[src/b64d_pkg.sv]
// ----------------------------------------------------------------------------
// b64d_pkg
// Types, codes and the reverse alphabet lookup for the base64 stream decoder.
// ----------------------------------------------------------------------------
package b64d_pkg;

  localparam logic [7:0] PadChar = 8'h3d;

  typedef enum logic [1:0] {
    StOk       = 2'd0,
    StInvalid  = 2'd1,
    StPadLen   = 2'd2,
    StShortLen = 2'd3
  } status_e;

  typedef struct packed {
    logic [7:0] char_code;
    logic       last;
  } in_item_t;

  typedef struct packed {
    logic [7:0] byte_value;
    logic       byte_valid;
    logic       message_end;
    status_e    status;
  } out_item_t;

  // classified character, handed from front to back
  typedef struct packed {
    logic [5:0] value;
    logic       is_pad;
    logic       no_value;
    logic       last;
  } class_t;

  // returns {no_value, value[5:0]}
  function automatic logic [6:0] lookup6(input logic [7:0] c, input logic url);
    logic [7:0] d;
    logic [6:0] r;
    d = 8'd0;
    r = 7'h40;
    if (c >= 8'h41 && c <= 8'h5a) begin
      d = c - 8'h41;
      r = {1'b0, d[5:0]};
    end else if (c >= 8'h61 && c <= 8'h7a) begin
      d = c - 8'h61 + 8'd26;
      r = {1'b0, d[5:0]};
    end else if (c >= 8'h30 && c <= 8'h39) begin
      d = c - 8'h30 + 8'd52;
      r = {1'b0, d[5:0]};
    end else if (c == 8'h2b) begin
      r = 7'd62;
    end else if (c == 8'h2f) begin
      r = 7'd63;
    end else if (url && c == 8'h2d) begin
      r = 7'd62;
    end else if (url && c == 8'h5f) begin
      r = 7'd63;
    end
    return r;
  endfunction

endpackage

[src/b64d_fifo.sv]
// ----------------------------------------------------------------------------
// b64d_fifo
// Small register queue with count-based full and empty flags.
// ----------------------------------------------------------------------------
module b64d_fifo #(
  parameter int unsigned Width = 8,
  parameter int unsigned Depth = 2
) (
  input  logic             clk_i,
  input  logic             rst_ni,
  input  logic             push_i,
  input  logic [Width-1:0] data_i,
  output logic             full_o,
  input  logic             pop_i,
  output logic [Width-1:0] data_o,
  output logic             empty_o
);

  localparam int unsigned PtrW = (Depth > 1) ? $clog2(Depth) : 1;
  localparam int unsigned CntW = $clog2(Depth + 1);

  logic [Width-1:0] mem_q [Depth];
  logic [PtrW-1:0]  wr_ptr_q, wr_ptr_d, rd_ptr_q, rd_ptr_d;
  logic [CntW-1:0]  count_q, count_d;
  logic             push_ok, pop_ok;

  assign full_o  = (count_q == CntW'(Depth));
  assign empty_o = (count_q == '0);
  assign push_ok = push_i && !full_o;
  assign pop_ok  = pop_i && !empty_o;
  assign data_o  = mem_q[rd_ptr_q];

  always_comb begin
    wr_ptr_d = wr_ptr_q;
    rd_ptr_d = rd_ptr_q;
    count_d  = count_q;
    if (push_ok) begin
      wr_ptr_d = (wr_ptr_q == PtrW'(Depth - 1)) ? '0 : wr_ptr_q + 1'b1;
    end
    if (pop_ok) begin
      rd_ptr_d = (rd_ptr_q == PtrW'(Depth - 1)) ? '0 : rd_ptr_q + 1'b1;
    end
    if (push_ok && !pop_ok) begin
      count_d = count_q + 1'b1;
    end else if (pop_ok && !push_ok) begin
      count_d = count_q - 1'b1;
    end
  end

  always_ff @(posedge clk_i or negedge rst_ni) begin
    if (!rst_ni) begin
      wr_ptr_q <= '0;
      rd_ptr_q <= '0;
      count_q  <= '0;
    end else begin
      wr_ptr_q <= wr_ptr_d;
      rd_ptr_q <= rd_ptr_d;
      count_q  <= count_d;
    end
  end

  always_ff @(posedge clk_i) begin
    if (push_ok) begin
      mem_q[wr_ptr_q] <= data_i;
    end
  end

endmodule

[src/b64d_front.sv]
// ----------------------------------------------------------------------------
// b64d_front
// Classifies each incoming character through the reverse alphabet.
// ----------------------------------------------------------------------------
module b64d_front (
  input  b64d_pkg::in_item_t item_i,
  input  logic               url_alphabet_i,
  output b64d_pkg::class_t   class_o
);

  logic [6:0] lut;

  assign lut = b64d_pkg::lookup6(item_i.char_code, url_alphabet_i);

  always_comb begin
    class_o.value    = lut[5:0];
    class_o.no_value = lut[6];
    class_o.is_pad   = (item_i.char_code == b64d_pkg::PadChar);
    class_o.last     = item_i.last;
  end

endmodule

[src/b64d_back.sv]
// ----------------------------------------------------------------------------
// b64d_back
// Quartet state machine: gathers 6-bit groups, emits bytes and final status.
// ----------------------------------------------------------------------------
module b64d_back (
  input  logic                clk_i,
  input  logic                rst_ni,
  input  b64d_pkg::class_t    class_i,
  input  logic                class_valid_i,
  output logic                class_pop_o,
  output b64d_pkg::out_item_t out_o,
  output logic                out_push_o,
  input  logic                out_full_i
);

  logic [17:0] group_q, group_d;
  logic [1:0]  slot_q, slot_d;
  logic [1:0]  pad_q, pad_d;
  logic        err_q, err_d;

  logic [1:0]  next_slot;
  logic [17:0] acc;
  logic        have_byte;
  logic [7:0]  byte_val;
  b64d_pkg::status_e status;

  assign class_pop_o = class_valid_i && !out_full_i;
  assign next_slot   = slot_q + 2'd1;
  assign acc         = (slot_q == 2'd0) ? {12'd0, class_i.value}
                                        : {group_q[11:0], class_i.value};

  always_comb begin
    group_d   = group_q;
    pad_d     = pad_q;
    err_d     = err_q;
    have_byte = 1'b0;
    byte_val  = 8'd0;
    if (class_i.is_pad) begin
      // pad in the first half of a quartet is illegal
      if (!slot_q[1]) begin
        err_d = 1'b1;
      end
      if (pad_q != 2'd3) begin
        pad_d = pad_q + 2'd1;
      end
    end else if (class_i.no_value || pad_q != 2'd0) begin
      err_d = 1'b1;
    end else begin
      group_d = acc;
      unique case (slot_q)
        2'd1:    begin byte_val = acc[11:4]; have_byte = 1'b1; end
        2'd2:    begin byte_val = acc[9:2];  have_byte = 1'b1; end
        2'd3:    begin byte_val = acc[7:0];  have_byte = 1'b1; end
        default: begin byte_val = 8'd0;      have_byte = 1'b0; end
      endcase
    end
    if (err_d) begin
      have_byte = 1'b0;
    end

    status = b64d_pkg::StOk;
    if (class_i.last) begin
      priority if (class_i.is_pad && next_slot != 2'd0) begin
        status = b64d_pkg::StPadLen;
      end else if (!class_i.is_pad && next_slot == 2'd1) begin
        status = b64d_pkg::StShortLen;
      end else if (err_d) begin
        status = b64d_pkg::StInvalid;
      end else begin
        status = b64d_pkg::StOk;
      end
      if (status != b64d_pkg::StOk) begin
        have_byte = 1'b0;
      end
    end

    slot_d = next_slot;
    if (class_i.last) begin
      group_d = '0;
      slot_d  = '0;
      pad_d   = '0;
      err_d   = 1'b0;
    end
  end

  assign out_push_o        = class_pop_o && (class_i.last || have_byte);
  assign out_o.byte_value  = have_byte ? byte_val : 8'd0;
  assign out_o.byte_valid  = have_byte;
  assign out_o.message_end = class_i.last;
  assign out_o.status      = status;

  always_ff @(posedge clk_i or negedge rst_ni) begin
    if (!rst_ni) begin
      group_q <= '0;
      slot_q  <= '0;
      pad_q   <= '0;
      err_q   <= 1'b0;
    end else if (class_pop_o) begin
      group_q <= group_d;
      slot_q  <= slot_d;
      pad_q   <= pad_d;
      err_q   <= err_d;
    end
  end

`ifndef NO_ASSERTIONS
  a_push_needs_pop: assert property (@(posedge clk_i) disable iff (!rst_ni)
    out_push_o |-> class_pop_o)
    else $error("result pushed without consuming an item");

  a_mid_item_has_byte: assert property (@(posedge clk_i) disable iff (!rst_ni)
    (out_push_o && !out_o.message_end) |-> (out_o.byte_valid && !err_q))
    else $error("mid-message result without byte");

  a_status_only_at_end: assert property (@(posedge clk_i) disable iff (!rst_ni)
    (out_push_o && out_o.status != b64d_pkg::StOk) |-> out_o.message_end)
    else $error("error status before message end");

  a_clear_after_last: assert property (@(posedge clk_i) disable iff (!rst_ni)
    (class_pop_o && class_i.last) |=> (slot_q == 2'd0 && pad_q == 2'd0 && !err_q))
    else $error("message state not cleared after last item");
`endif

endmodule

[src/base64_stream_decoder_core.sv]
// ----------------------------------------------------------------------------
// base64_stream_decoder_core
// Streaming base64 decoder, one character per item, standard or URL alphabet.
// ----------------------------------------------------------------------------
//  channel | ports                      | handshake
//  --------+----------------------------+------------------------------------
//  input   | in_item_i, push, full      | accepted when push && !full
//  result  | out_item_o, pop, empty     | accepted when pop && !empty
//  config  | cfg_we_i, cfg_wdata_i      | url_alphabet written when cfg_we_i
//
//  One item per cycle sustained unless the result queue is held full. The
//  front lookup writes a queue, the quartet logic writes the result queue.
//  Reset clears the queues, quartet state and the alphabet select; no sweep.
//  full depends only on the input queue fill, never on pop.
// ----------------------------------------------------------------------------
module base64_stream_decoder_core #(
  parameter int unsigned MidDepth = 2,
  parameter int unsigned OutDepth = 2
) (
  input  logic                clk_i,
  input  logic                rst_ni,
  input  b64d_pkg::in_item_t  in_item_i,
  input  logic                push,
  output logic                full,
  output b64d_pkg::out_item_t out_item_o,
  output logic                empty,
  input  logic                pop,
  input  logic                cfg_we_i,
  input  logic                cfg_wdata_i
);

  localparam int unsigned ClassW = $bits(b64d_pkg::class_t);
  localparam int unsigned OutW   = $bits(b64d_pkg::out_item_t);

  logic                url_q;
  b64d_pkg::class_t    front_class, mid_class;
  logic [ClassW-1:0]   mid_data;
  logic                mid_empty, mid_pop;
  b64d_pkg::out_item_t back_out;
  logic                out_push, out_full;
  logic [OutW-1:0]     out_data;

  always_ff @(posedge clk_i or negedge rst_ni) begin
    if (!rst_ni) begin
      url_q <= 1'b0;
    end else if (cfg_we_i) begin
      url_q <= cfg_wdata_i;
    end
  end

  b64d_front u_front (
    .item_i         (in_item_i),
    .url_alphabet_i (url_q),
    .class_o        (front_class)
  );

  b64d_fifo #(
    .Width (ClassW),
    .Depth (MidDepth)
  ) u_mid_fifo (
    .clk_i   (clk_i),
    .rst_ni  (rst_ni),
    .push_i  (push),
    .data_i  (front_class),
    .full_o  (full),
    .pop_i   (mid_pop),
    .data_o  (mid_data),
    .empty_o (mid_empty)
  );

  assign mid_class = b64d_pkg::class_t'(mid_data);

  b64d_back u_back (
    .clk_i         (clk_i),
    .rst_ni        (rst_ni),
    .class_i       (mid_class),
    .class_valid_i (!mid_empty),
    .class_pop_o   (mid_pop),
    .out_o         (back_out),
    .out_push_o    (out_push),
    .out_full_i    (out_full)
  );

  b64d_fifo #(
    .Width (OutW),
    .Depth (OutDepth)
  ) u_out_fifo (
    .clk_i   (clk_i),
    .rst_ni  (rst_ni),
    .push_i  (out_push),
    .data_i  (back_out),
    .full_o  (out_full),
    .pop_i   (pop),
    .data_o  (out_data),
    .empty_o (empty)
  );

  assign out_item_o = b64d_pkg::out_item_t'(out_data);

endmodule

[config.mk]
export PLATFORM = sky130hd
export DESIGN_NAME = base64_stream_decoder_core
export DESIGN_NICKNAME = d
export VERILOG_FILES = /design/src/b64d_pkg.sv /design/src/b64d_fifo.sv /design/src/b64d_front.sv /design/src/b64d_back.sv /design/src/base64_stream_decoder_core.sv
export SDC_FILE = /design/constraint.sdc
export NUM_CORES = 1
export LEC_CHECK = 0
export BUFFER_PORTS_ARGS = -buffer_cell sky130_fd_sc_hd__buf_2
export CORE_MARGIN = 2
export CORE_UTILIZATION = 50
export DETAILED_ROUTE_END_ITERATION = 12
export GPL_TIMING_DRIVEN = 1
export MAX_ROUTING_LAYER = met4
export PLACE_DENSITY = 0.68
export SYNTH_ARGS = -nofsm -noshare
export SYNTH_HDL_FRONTEND = slang
export SYNTH_HIERARCHICAL = 1
export SYNTH_SLANG_ARGS = --single-unit
[constraint.sdc]
create_clock -name clk_i -period 3.97 [get_ports clk_i]
set_input_delay 0.397 -clock clk_i [delete_from_list [all_inputs] [get_ports clk_i]]
set_output_delay 0.397 -clock clk_i [all_outputs]
set_load 0.01 [all_outputs]
==> results.yml, run 1 <==
job:
  cap_violations: 0
power_and_ir_drop:
  p_leak_nw: 1.56
  p_per_area_nw_per_um2: 681
  ir_drop_v: 0.000319
  power.total_w: 0.00268
synth:
  syn_inst: 302
  synth_most_common_cell: "edfxtp_1"
  synth_top_area_share_pct: 35.5
  synth_edf_count: 42
  synth_ff_type: "edfxtp_1"
  ys_top_cells_by_count: "edfxtp_1, inv_1, nand2_1"
  postSynthAreaPerCell_um2: 11.8
  synth_area_leaders: "edfxtp_1, dfrtp_1, ha_1, mux2_4, inv_1"
  async_reset_ff_share_pct: 32.3
  synthesis.area_um2: 3560
  synth-seq-area-share_pct: 49.5
  synth-seq-cells: 62
  synth_fp_nets: 336
  yosysUniqueCellTypes: 61
  yosysTopAreaCell: "edfxtp_1"
  yosysWarnings: 6
floorplan:
  core-area_um2: 6830
  die_w_um: 88.3
  start_util_pct: 52.1
  dieArea_um2: 7800
  die_height_um: 88.3
  design.portCount: 29
  rows: 30
clock_tree:
  cts_buffers: 9
  htree_levels: 3
  post_cts_resized: 0
  post-cts-setup-buffers: 0
  cts_num_sinks: 62
  cts_root_buf: "clkbuf_8"
  worstSkewPairLatency_ps: 340
  cts_buffer_depth: 2
  cts_tree: "done"
  cts_hold_repair.buffers: 0
  clkTransAtPathRegs_ps: 70
critical_path:
  reg2reg_from: "u_mid_fifo/rd_ptr_q$_DFFE_PN0P_"
  cp_num_buf_inv: 0
  path_cells: "mux2_1 > or3b_2 > nor2_1 > o21a_1 > and3_1"
  crit_path_top_delay_cell: "dfrtp_1"
  arrival_ps: 2740
  endpoint_kind: "register"
  start_kind: "register"
  crit_type: "reg2reg"
  r2r_end: "u_out_fifo/mem_q[1][8]$_DFFE_PP_"
  cp_top_family: "simple AND/OR/NAND/NOR gates"
  regToRegSetupSlack_ps: 1200
  r2r_cells: 5
  cp-startpoint: "u_mid_fifo/rd_ptr_q$_DFFE_PN0P_"
  slowest_delay_ps: 590
  required_ps: 3950
  path_max_fanout: 12
sta:
  finClkSkew_ps: 9.69
  slew_headroom_pct: 52.2
  drv_slew: 0
  timing.fmax_mhz: 362
  worst_pin_slew_ps: 715
  rsz0062_at_grt: "no"
  layout_min_cycle_time_ps: 2770
  finalCritPeriodShare_pct: 69.7
  tns_ps: 0
  hold_viol: 0
  finalSetupViolations: 0
drt:
  firstDrtPassIters: 5
  drc: 0
  ant_nets: 0
  wire_per_inst_um: 15.6
  drt-total-wl_um: 6680
  drtIter0Drc: 198
  vias_per_cell: 5.57
  vias: 2386
global_route:
  antenna_found_initial: 0
  grtUsageTotal_pct: 19.5
  grt_max_degree: 24
  grt_pass1_wl_um: 11200
  grt_pass1_vias: 2304
  overflow: 0
placed_design:
  dp_hpwl_um: 4830
  postPlaceCellArea_um2: 3720
  place_congestion: 0.917
  io_buffers: 28
cells_and_area:
  ff_latch_area_um2: 1760
  fillCellCount: 588
  n_antenna_cell: 0
  drive_gt1_share_pct: 21.1
  multi_input_comb_area_um2: 1590
  areaGrowthSynthToFinish_pct: 10.7
  final_area_um2: 3940
  nNetsFinal: 361
hold_path:
  hp-class: "in2async"
run_status:
  status: "completed"
kinds of logic (layout without fill, tap and decap cells):
| family | after synthesis | count (layout) | synth area share, % |
|---|---|---|---|
| AND/OR/NAND/NOR | 86 | 86 | 13.5 |
| flip-flops | 62 | 62 | 49.5 |
| AO/OA/AOI/OAI | 58 | 58 | 13.0 |
| buffers and inverters | 41 | 71 | 5.70 |
| multiplexers | 24 | 24 | 8.62 |
| adder cells (fa/ha/maj) | 19 | 19 | 6.69 |
| XOR/XNOR | 12 | 12 | 2.96 |
stage by stage:
stage / setup WS (ps) / util [%] / hold WS, ps / cells
floorplan: 1350 / - / 101 / 302
global placement: 1310 / 54.5 / 382 / 412
detailed placement: 1210 / 54.5 / 387 / 412
CTS: 1190 / 57.6 / 17.8 / 428
global route: 1070 / 57.6 / 36.8 / 428
finish: 1200 / 57.6 / 5.40 / 428
placed cells by master, fill, tap and decap left out, types with 6 or more instances in the layout:
master | Yosys | final
a21oi_1 | 6 | 6
buf_2 | 6 | 28
clkbuf_8 | 0 | 10
dfrtp_1 | 20 | 20
edfxtp_1 | 42 | 42
ha_1 | 19 | 19
inv_1 | 24 | 24
mux2_1 | 8 | 8
mux2_4 | 10 | 10
nand2_1 | 21 | 21
nand4b_1 | 8 | 8
nor2_1 | 16 | 16
nor2b_1 | 6 | 6
o311ai_0 | 6 | 6
xnor2_1 | 7 | 7
metal layers:
metal | vias to the layer above | track usage [%] | share of wire (%)
met5 | - | - | 0
met4 | 0 | 8.13 | 1.9
met3 | 11 | 4.57 | 3.9
met2 | 57 | 30.6 | 49
met1 | 1152 | 24.2 | 45
li1 | 1166 | - | -
power breakdown:
part	switching, W	internal, W
logic	0.000548	0.000448
registers	0.000151	0.000934
clock network	0.000232	0.000369
final cells by class:
type	instances	share of cell area [%]
clock buffer	12	3.69
clock inverter	4	1.78
inverter	25	2.38
multi-input combinational	199	40.4
sequential	62	44.7
tap	96	3.05
timing repair buffer	30	3.94
worst reg2reg max path: stages (launching register included):
cell	delay (ps)
dfrtp_1	590
mux2_1	480
or3b_2	520
nor2_1	120
o21a_1	140
and3_1	550
state kept, by name, summed over array words and instances (netlist names), 2 cells and up:
register	count
u_back/group_q	6
u_back/pad_q	2
u_back/slot_q	2
u_mid_fifo/count_q	2
u_mid_fifo/mem_q	18
u_out_fifo/count_q	2
u_out_fifo/mem_q	24
how the worst max path moves through the flow:
stage / to / slack (ps) / cells after the start
floorplan: u_out_fifo/mem_q[0][0]$_DFFE_PP_ / 1350 / 7
global placement: u_out_fifo/mem_q[1][2]$_DFFE_PP_ / 1310 / 5
detailed placement: u_out_fifo/mem_q[1][2]$_DFFE_PP_ / 1210 / 5
CTS: u_out_fifo/mem_q[1][8]$_DFFE_PP_ / 1190 / 5
global route: u_out_fifo/mem_q[1][8]$_DFFE_PP_ / 1070 / 5
finish: u_out_fifo/mem_q[1][8]$_DFFE_PP_ / 1200 / 5
Power figures use the tool's default switching activity.
==> run 2, diff against run 1 <==
clock period = 2.57 ns   (was 3.97 ns; I/O delays follow)
==> run 2 against run 1 <==
Effect of this change:
- cell area grew 1.6%
- sequential share of layout area shrank 0.69 points
- critical path depth grew 4
- worst setup slack lost 980 ps
- final cell count grew 1.9%
- hold slack gained 100 ps
- non-clock buffer count grew 8
- count of clock-buffer cells in the layout grew 1
- fmax grew 18%
- largest cell class unchanged
- highest routed layer unchanged
==> results.yml, run 2 (same netlist as run 1, synthesis figures left out) <==
run_status:
  status: "completed"
power_and_ir_drop:
  seq_power_share_pct: 39.5
  p_int_w: 0.00274
  p_clk_share_pct: 21.3
  p_sw_share_pct: 35.0
  power.total_w: 0.00421
  p_per_area_nw_per_um2: 1050
  p_leak_nw: 1.60
  ir_drop_v: 0.000577
  comb_power_share_pct: 39.3
  net-switching-power_w: 0.00148
clock_tree:
  cts_num_sinks: 62
  htree_levels: 3
  post-cts-setup-buffers: 0
  cts_tree: "done"
  cts_buffer_depth: 2
  cts_root_buf: "clkbuf_8"
  post_cts_resized: 0
  cts_buffers: 9
  worstSkewPairLatency_ps: 340
  clkTransAtPathRegs_ps: 70
cells_and_area:
  final_cells: 436
  nNetsFinal: 369
  final_common_cell: "edfxtp_1"
  ff_latch_area_um2: 1760
  top_regs: "u_out_fifo/mem_q: 24 flops, u_mid_fifo/mem_q: 18 flops, u_back/group_q: 6 flops"
  n_antenna_cell: 0
  regMostFlops: "u_out_fifo/mem_q"
  final_cell_mix: "edfxtp_1, buf_2, inv_1, nand2_1, dfrtp_1"
  drive_gt1_share_pct: 23.2
  fillCellCount: 605
  final_area_um2: 4000
  areaGrowthSynthToFinish_pct: 12.5
  largest_reg_flops: 24
  multi_input_comb_area_um2: 1590
sta:
  slew_headroom_pct: 51.4
  finClkSkew_ps: 13.9
  finalSetupViolations: 0
  worst_slack_ps: 228
  drv_slew: 0
  tns_ps: 0
  timing.fmax_mhz: 427
  rsz0062_at_grt: "no"
  finalCritPeriodShare_pct: 91.1
  hold_viol: 0
  layout_min_cycle_time_ps: 2340
  worst_pin_slew_ps: 730
global_route:
  grtUsageTotal_pct: 20.0
  grt_max_degree: 21
  antenna_found_initial: 0
  grt_pass1_wl_um: 11400
  grt_pass1_vias: 2465
  overflow: 0
floorplan:
  design.portCount: 29
  core-area_um2: 6830
  die_w_um: 88.3
  rows: 30
  start_util_pct: 52.1
  dieArea_um2: 7800
  die_height_um: 88.3
drt:
  vias_per_cell: 5.63
  wl_met1_um: 3070
  drc: 0
  top_layer: "met4"
  drt-total-wl_um: 6760
  vias: 2454
  wire_per_inst_um: 15.5
  ant_nets: 0
  dr_wl_met2_um: 3320
  firstDrtPassIters: 5
  wl_met3_um: 262
  drtIter0Drc: 192
critical_path:
  arrival_ps: 2610
  start_kind: "register"
  crit_type: "reg2reg"
  endpoint_kind: "register"
  path_max_fanout: 4
  required_ps: 2840
placed_design:
  postPlaceCellArea_um2: 3780
  pre_cts_ws_ps: 223
  dp_hpwl_um: 4860
  io_buffers: 28
  numPlacedInstances: 419
  place_congestion: 0.981
job:
  cap_violations: 0
hold_path:
  hp-class: "in2reg"
## run 2: cell types whose count changed in the layout (fill, tap and decap cells not counted), sizes merged
cell	before	now
dlygate4sd3	0	1
buf	30	37
clkinv	2	1
clkinvlp	0	1
bufinv	2	1
clkbuf	12	13
## run 2: final cells by class
class,instances,share of cell area (%)
sequential,62,44.1
multi-input combinational,199,39.9
timing repair buffer,38,5.44
clock buffer,13,4.22
tap,96,3.00
inverter,25,2.35
clock inverter,3,1.06
## run 2: critical path, cell delays in order, from the launching register on
cell,delay (ps)
dfrtp_1,420
mux2_1,370
or3b_2,510
nor2_1,120
o21a_1,140
nand2_2,80
inv_1,70
ha_1,250
nor2_1,160
xor2_1,150
## run 2: repair_timing
item	in CTS	in global routing
endpoints found under the setup margin	0	0
hold endpoints to repair	20	0
hold buffers	1	0
## run 2: layer usage
| layer | vias up | global-route usage [%] |
|---|---|---|
| met5 | - | - |
| met4 | 0 | 9.78 |
| met3 | 8 | 4.01 |
| met2 | 78 | 33.8 |
| met1 | 1187 | 22.6 |
| li1 | 1181 | - |
## run 2: final timing paths
check	from	end	slack, ps	depth (start not counted)
worst max-delay path	u_mid_fifo/rd_ptr_q$_DFFE_PN0P_	u_out_fifo/count_q[1]$_DFFE_PN0P_	230	9
worst min-delay path	in_item_i[0]	u_mid_fifo/mem_q[1][0]$_DFFE_PP_	110	1
worst max register to register	u_mid_fifo/rd_ptr_q$_DFFE_PN0P_	u_out_fifo/count_q[1]$_DFFE_PN0P_	230	9
worst min register to register	u_mid_fifo/wr_ptr_q$_DFFE_PN0P_	u_mid_fifo/wr_ptr_q$_DFFE_PN0P_	500	1
max in group asynchronous	rst_ni	u_mid_fifo/count_q[0]$_DFFE_PN0P_	1820	2
min in group asynchronous	rst_ni	u_back/group_q[4]$_DFFE_PN0P_	400	2
## run 2: power by group through the flow
| stage | Combinational, W | Clock [W] | Sequential, W |
|---|---|---|---|
| 2_1_floorplan | 0.00127 | 0 | 0.00158 |
| 3_3_place_gp | 0.00162 | 0 | 0.00166 |
| 3_5_place_dp | 0.00166 | 0 | 0.00168 |
| 4_1_cts | 0.00167 | 0.000918 | 0.00167 |
| 5_1_grt | 0.00185 | 0.000953 | 0.00171 |
| 6_report | 0.00165 | 0.000896 | 0.00166 |
## run 2: stage by stage
stage	util [%]	hold slack (ps)
2_1_floorplan	-	-38.6
3_3_place_gp	55.3	241
3_5_place_dp	55.3	245
4_1_cts	58.5	89.5
5_1_grt	58.5	90.4
6_report	58.5	109
==> run 3, diff against run 2 <==
clock period = 2.6 ns   (was 2.57 ns; I/O delays follow)
==> run 3 against run 2 <==
Effect of this change:
- wire length down 2.2%
- cell area up 1.3%
- hold slack better by 18 ps
- critical path type unchanged
- combinational power about the same
- final cell count down 0.23%
- sequential share of layout area down 0.56 points
- sequential cell count unchanged
- power up 4.1%
- count of clock-buffer cells in the layout down 3
- register-to-register slack better by 40 ps
- critical path depth up 1
- largest power group unchanged
==> results.yml, run 3 (same netlist as run 1, synthesis figures left out) <==
run_status:
  status: "completed"
placed_design:
  dp_hpwl_um: 4790
  numPlacedInstances: 418
  place_congestion: 0.948
  io_buffers: 28
  postPlaceCellArea_um2: 3770
clock_tree:
  worstSkewPairLatency_ps: 340
  post-cts-setup-buffers: 0
  cts_tree: "done"
  cts_num_sinks: 62
  cts_buffers: 9
  clkTransAtPathRegs_ps: 70
  htree_levels: 3
  cts_root_buf: "clkbuf_8"
  cts_buffer_depth: 2
critical_path:
  required_ps: 2820
  crit_type: "reg2reg"
  path_cells: "mux2_1 > or3b_2 > nor2_1 > o21a_1 > nand2_2 > inv_1 > ha_1 > xor2_1 > nor2_1 > xor2_1"
  slowest_delay_ps: 530
  crit_path_top_delay_cell: "or3b_2"
  endpoint_kind: "register"
  path_max_fanout: 4
  start_kind: "register"
  arrival_ps: 2560
drt:
  drc: 0
  vias: 2436
  firstDrtPassIters: 5
  ant_nets: 0
  drt-total-wl_um: 6610
  wire_per_inst_um: 15.2
  drtIter0Drc: 179
  vias_per_cell: 5.60
floorplan:
  rows: 30
  core-area_um2: 6830
  design.portCount: 29
  start_util_pct: 52.1
  dieArea_um2: 7800
  die_w_um: 88.3
  die_height_um: 88.3
power_and_ir_drop:
  p_leak_nw: 1.62
  ir_drop_v: 0.000554
  power.total_w: 0.00438
  p_per_area_nw_per_um2: 1080
sta:
  finalCritPeriodShare_pct: 89.8
  hold_viol: 0
  layout_min_cycle_time_ps: 2340
  worst_pin_slew_ps: 753
  slew_headroom_pct: 49.6
  timing.fmax_mhz: 428
  rsz0062_at_grt: "no"
  drv_slew: 0
  finClkSkew_ps: 11.4
  whs_ps: 127
  finalSetupViolations: 0
  tns_ps: 0
hold_path:
  hp-class: "in2reg"
cells_and_area:
  nNetsFinal: 368
  final_area_um2: 4050
  n_antenna_cell: 0
  final_cells: 435
  largest_reg_flops: 24
  final_common_cell: "edfxtp_1"
  fillCellCount: 602
  areaGrowthSynthToFinish_pct: 13.9
  drive_gt1_share_pct: 23.3
  final_cell_mix: "edfxtp_1, buf_2, inv_1, nand2_1, dfrtp_1"
  regMostFlops: "u_out_fifo/mem_q"
  top_regs: "u_out_fifo/mem_q: 24 flops, u_mid_fifo/mem_q: 18 flops, u_back/group_q: 6 flops"
global_route:
  grt_pass1_vias: 2335
  grtUsageTotal_pct: 19.1
  antenna_found_initial: 0
  overflow: 0
  grt_max_degree: 21
  grt_pass1_wl_um: 11000
job:
  cap_violations: 0
==> run 3: cell types whose count changed in the layout (fill, tap and decap cells not counted), sizes merged <==
cell,before,now
clkbuf,13,10
bufinv,1,4
buf,37,36
==> run 3: power by group <==
group          leakage [nW]  switching, W  internal [W]
Sequential            0.644      0.000213       0.00142
Clock                 0.132      0.000368      0.000758
Combinational         0.843      0.000867      0.000751
Total                  1.62       0.00145       0.00293
==> run 3: timing repair <==
item                      in CTS  in global routing
hold endpoints to repair      20                  0
hold buffers                   1                  0
gates resized for setup        0                  0
==> run 3: area by class of cell <==
class	count	area (um^2)	share of cell area (%)
sequential	62	1760	43.5
timing repair buffer	37	210	5.19
inverter	25	93.8	2.32
multi-input combinational	199	1590	39.4
clock inverter	6	133	3.27
tap	96	120	2.97
clock buffer	10	138	3.40
==> run 3: per-stage QoR <==
| stage | setup WS, ps | util, % |
|---|---|---|
| global placement | 358 | 55.2 |
| finish | 264 | 59.3 |
| detailed placement | 258 | 55.2 |
| global route | 140 | 59.3 |
| CTS | 268 | 59.3 |
| floorplan | 178 | - |
==> run 3: critical path: cells and delay by family (launching register included) <==
family                     cells  cell delay (ps)
AOI/OAI and AO/OA              1              140
xor gates and xnor gates       2              270
adders and majority gates      1              160
buffers and inverters          1               60
DFF                            1              430
muxes                          1              370
and+or+nand+nor                4              790
==> run 3: worst paths after layout <==
| path | startpoint | slack [ps] | cells past startpoint | to |
|---|---|---|---|---|
| max reg2reg | u_mid_fifo/rd_ptr_q$_DFFE_PN0P_ | 260 | 10 | u_out_fifo/count_q[1]$_DFFE_PN0P_ |
| min in group asynchronous | rst_ni | 430 | 2 | u_back/slot_q[0]$_DFFE_PN0P_ |
| min reg2reg | u_mid_fifo/wr_ptr_q$_DFFE_PN0P_ | 490 | 1 | u_mid_fifo/wr_ptr_q$_DFFE_PN0P_ |
| min | in_item_i[0] | 130 | 1 | u_mid_fifo/mem_q[0][0]$_DFFE_PP_ |
| max in group asynchronous | rst_ni | 1840 | 2 | url_q$_DFFE_PN0P_ |
| max | u_mid_fifo/rd_ptr_q$_DFFE_PN0P_ | 260 | 10 | u_out_fifo/count_q[1]$_DFFE_PN0P_ |
==> run 3: per-layer routing <==
| metal | vias to the layer above | track usage (%) | wire length [um] |
|---|---|---|---|
| met5 | - | - | 0 |
| met3 | 4 | 5.78 | 301 |
| met1 | 1175 | 23.0 | 2980 |
| li1 | 1188 | - | - |
| met4 | 0 | 6.75 | 59 |
| met2 | 69 | 30.7 | 3270 |
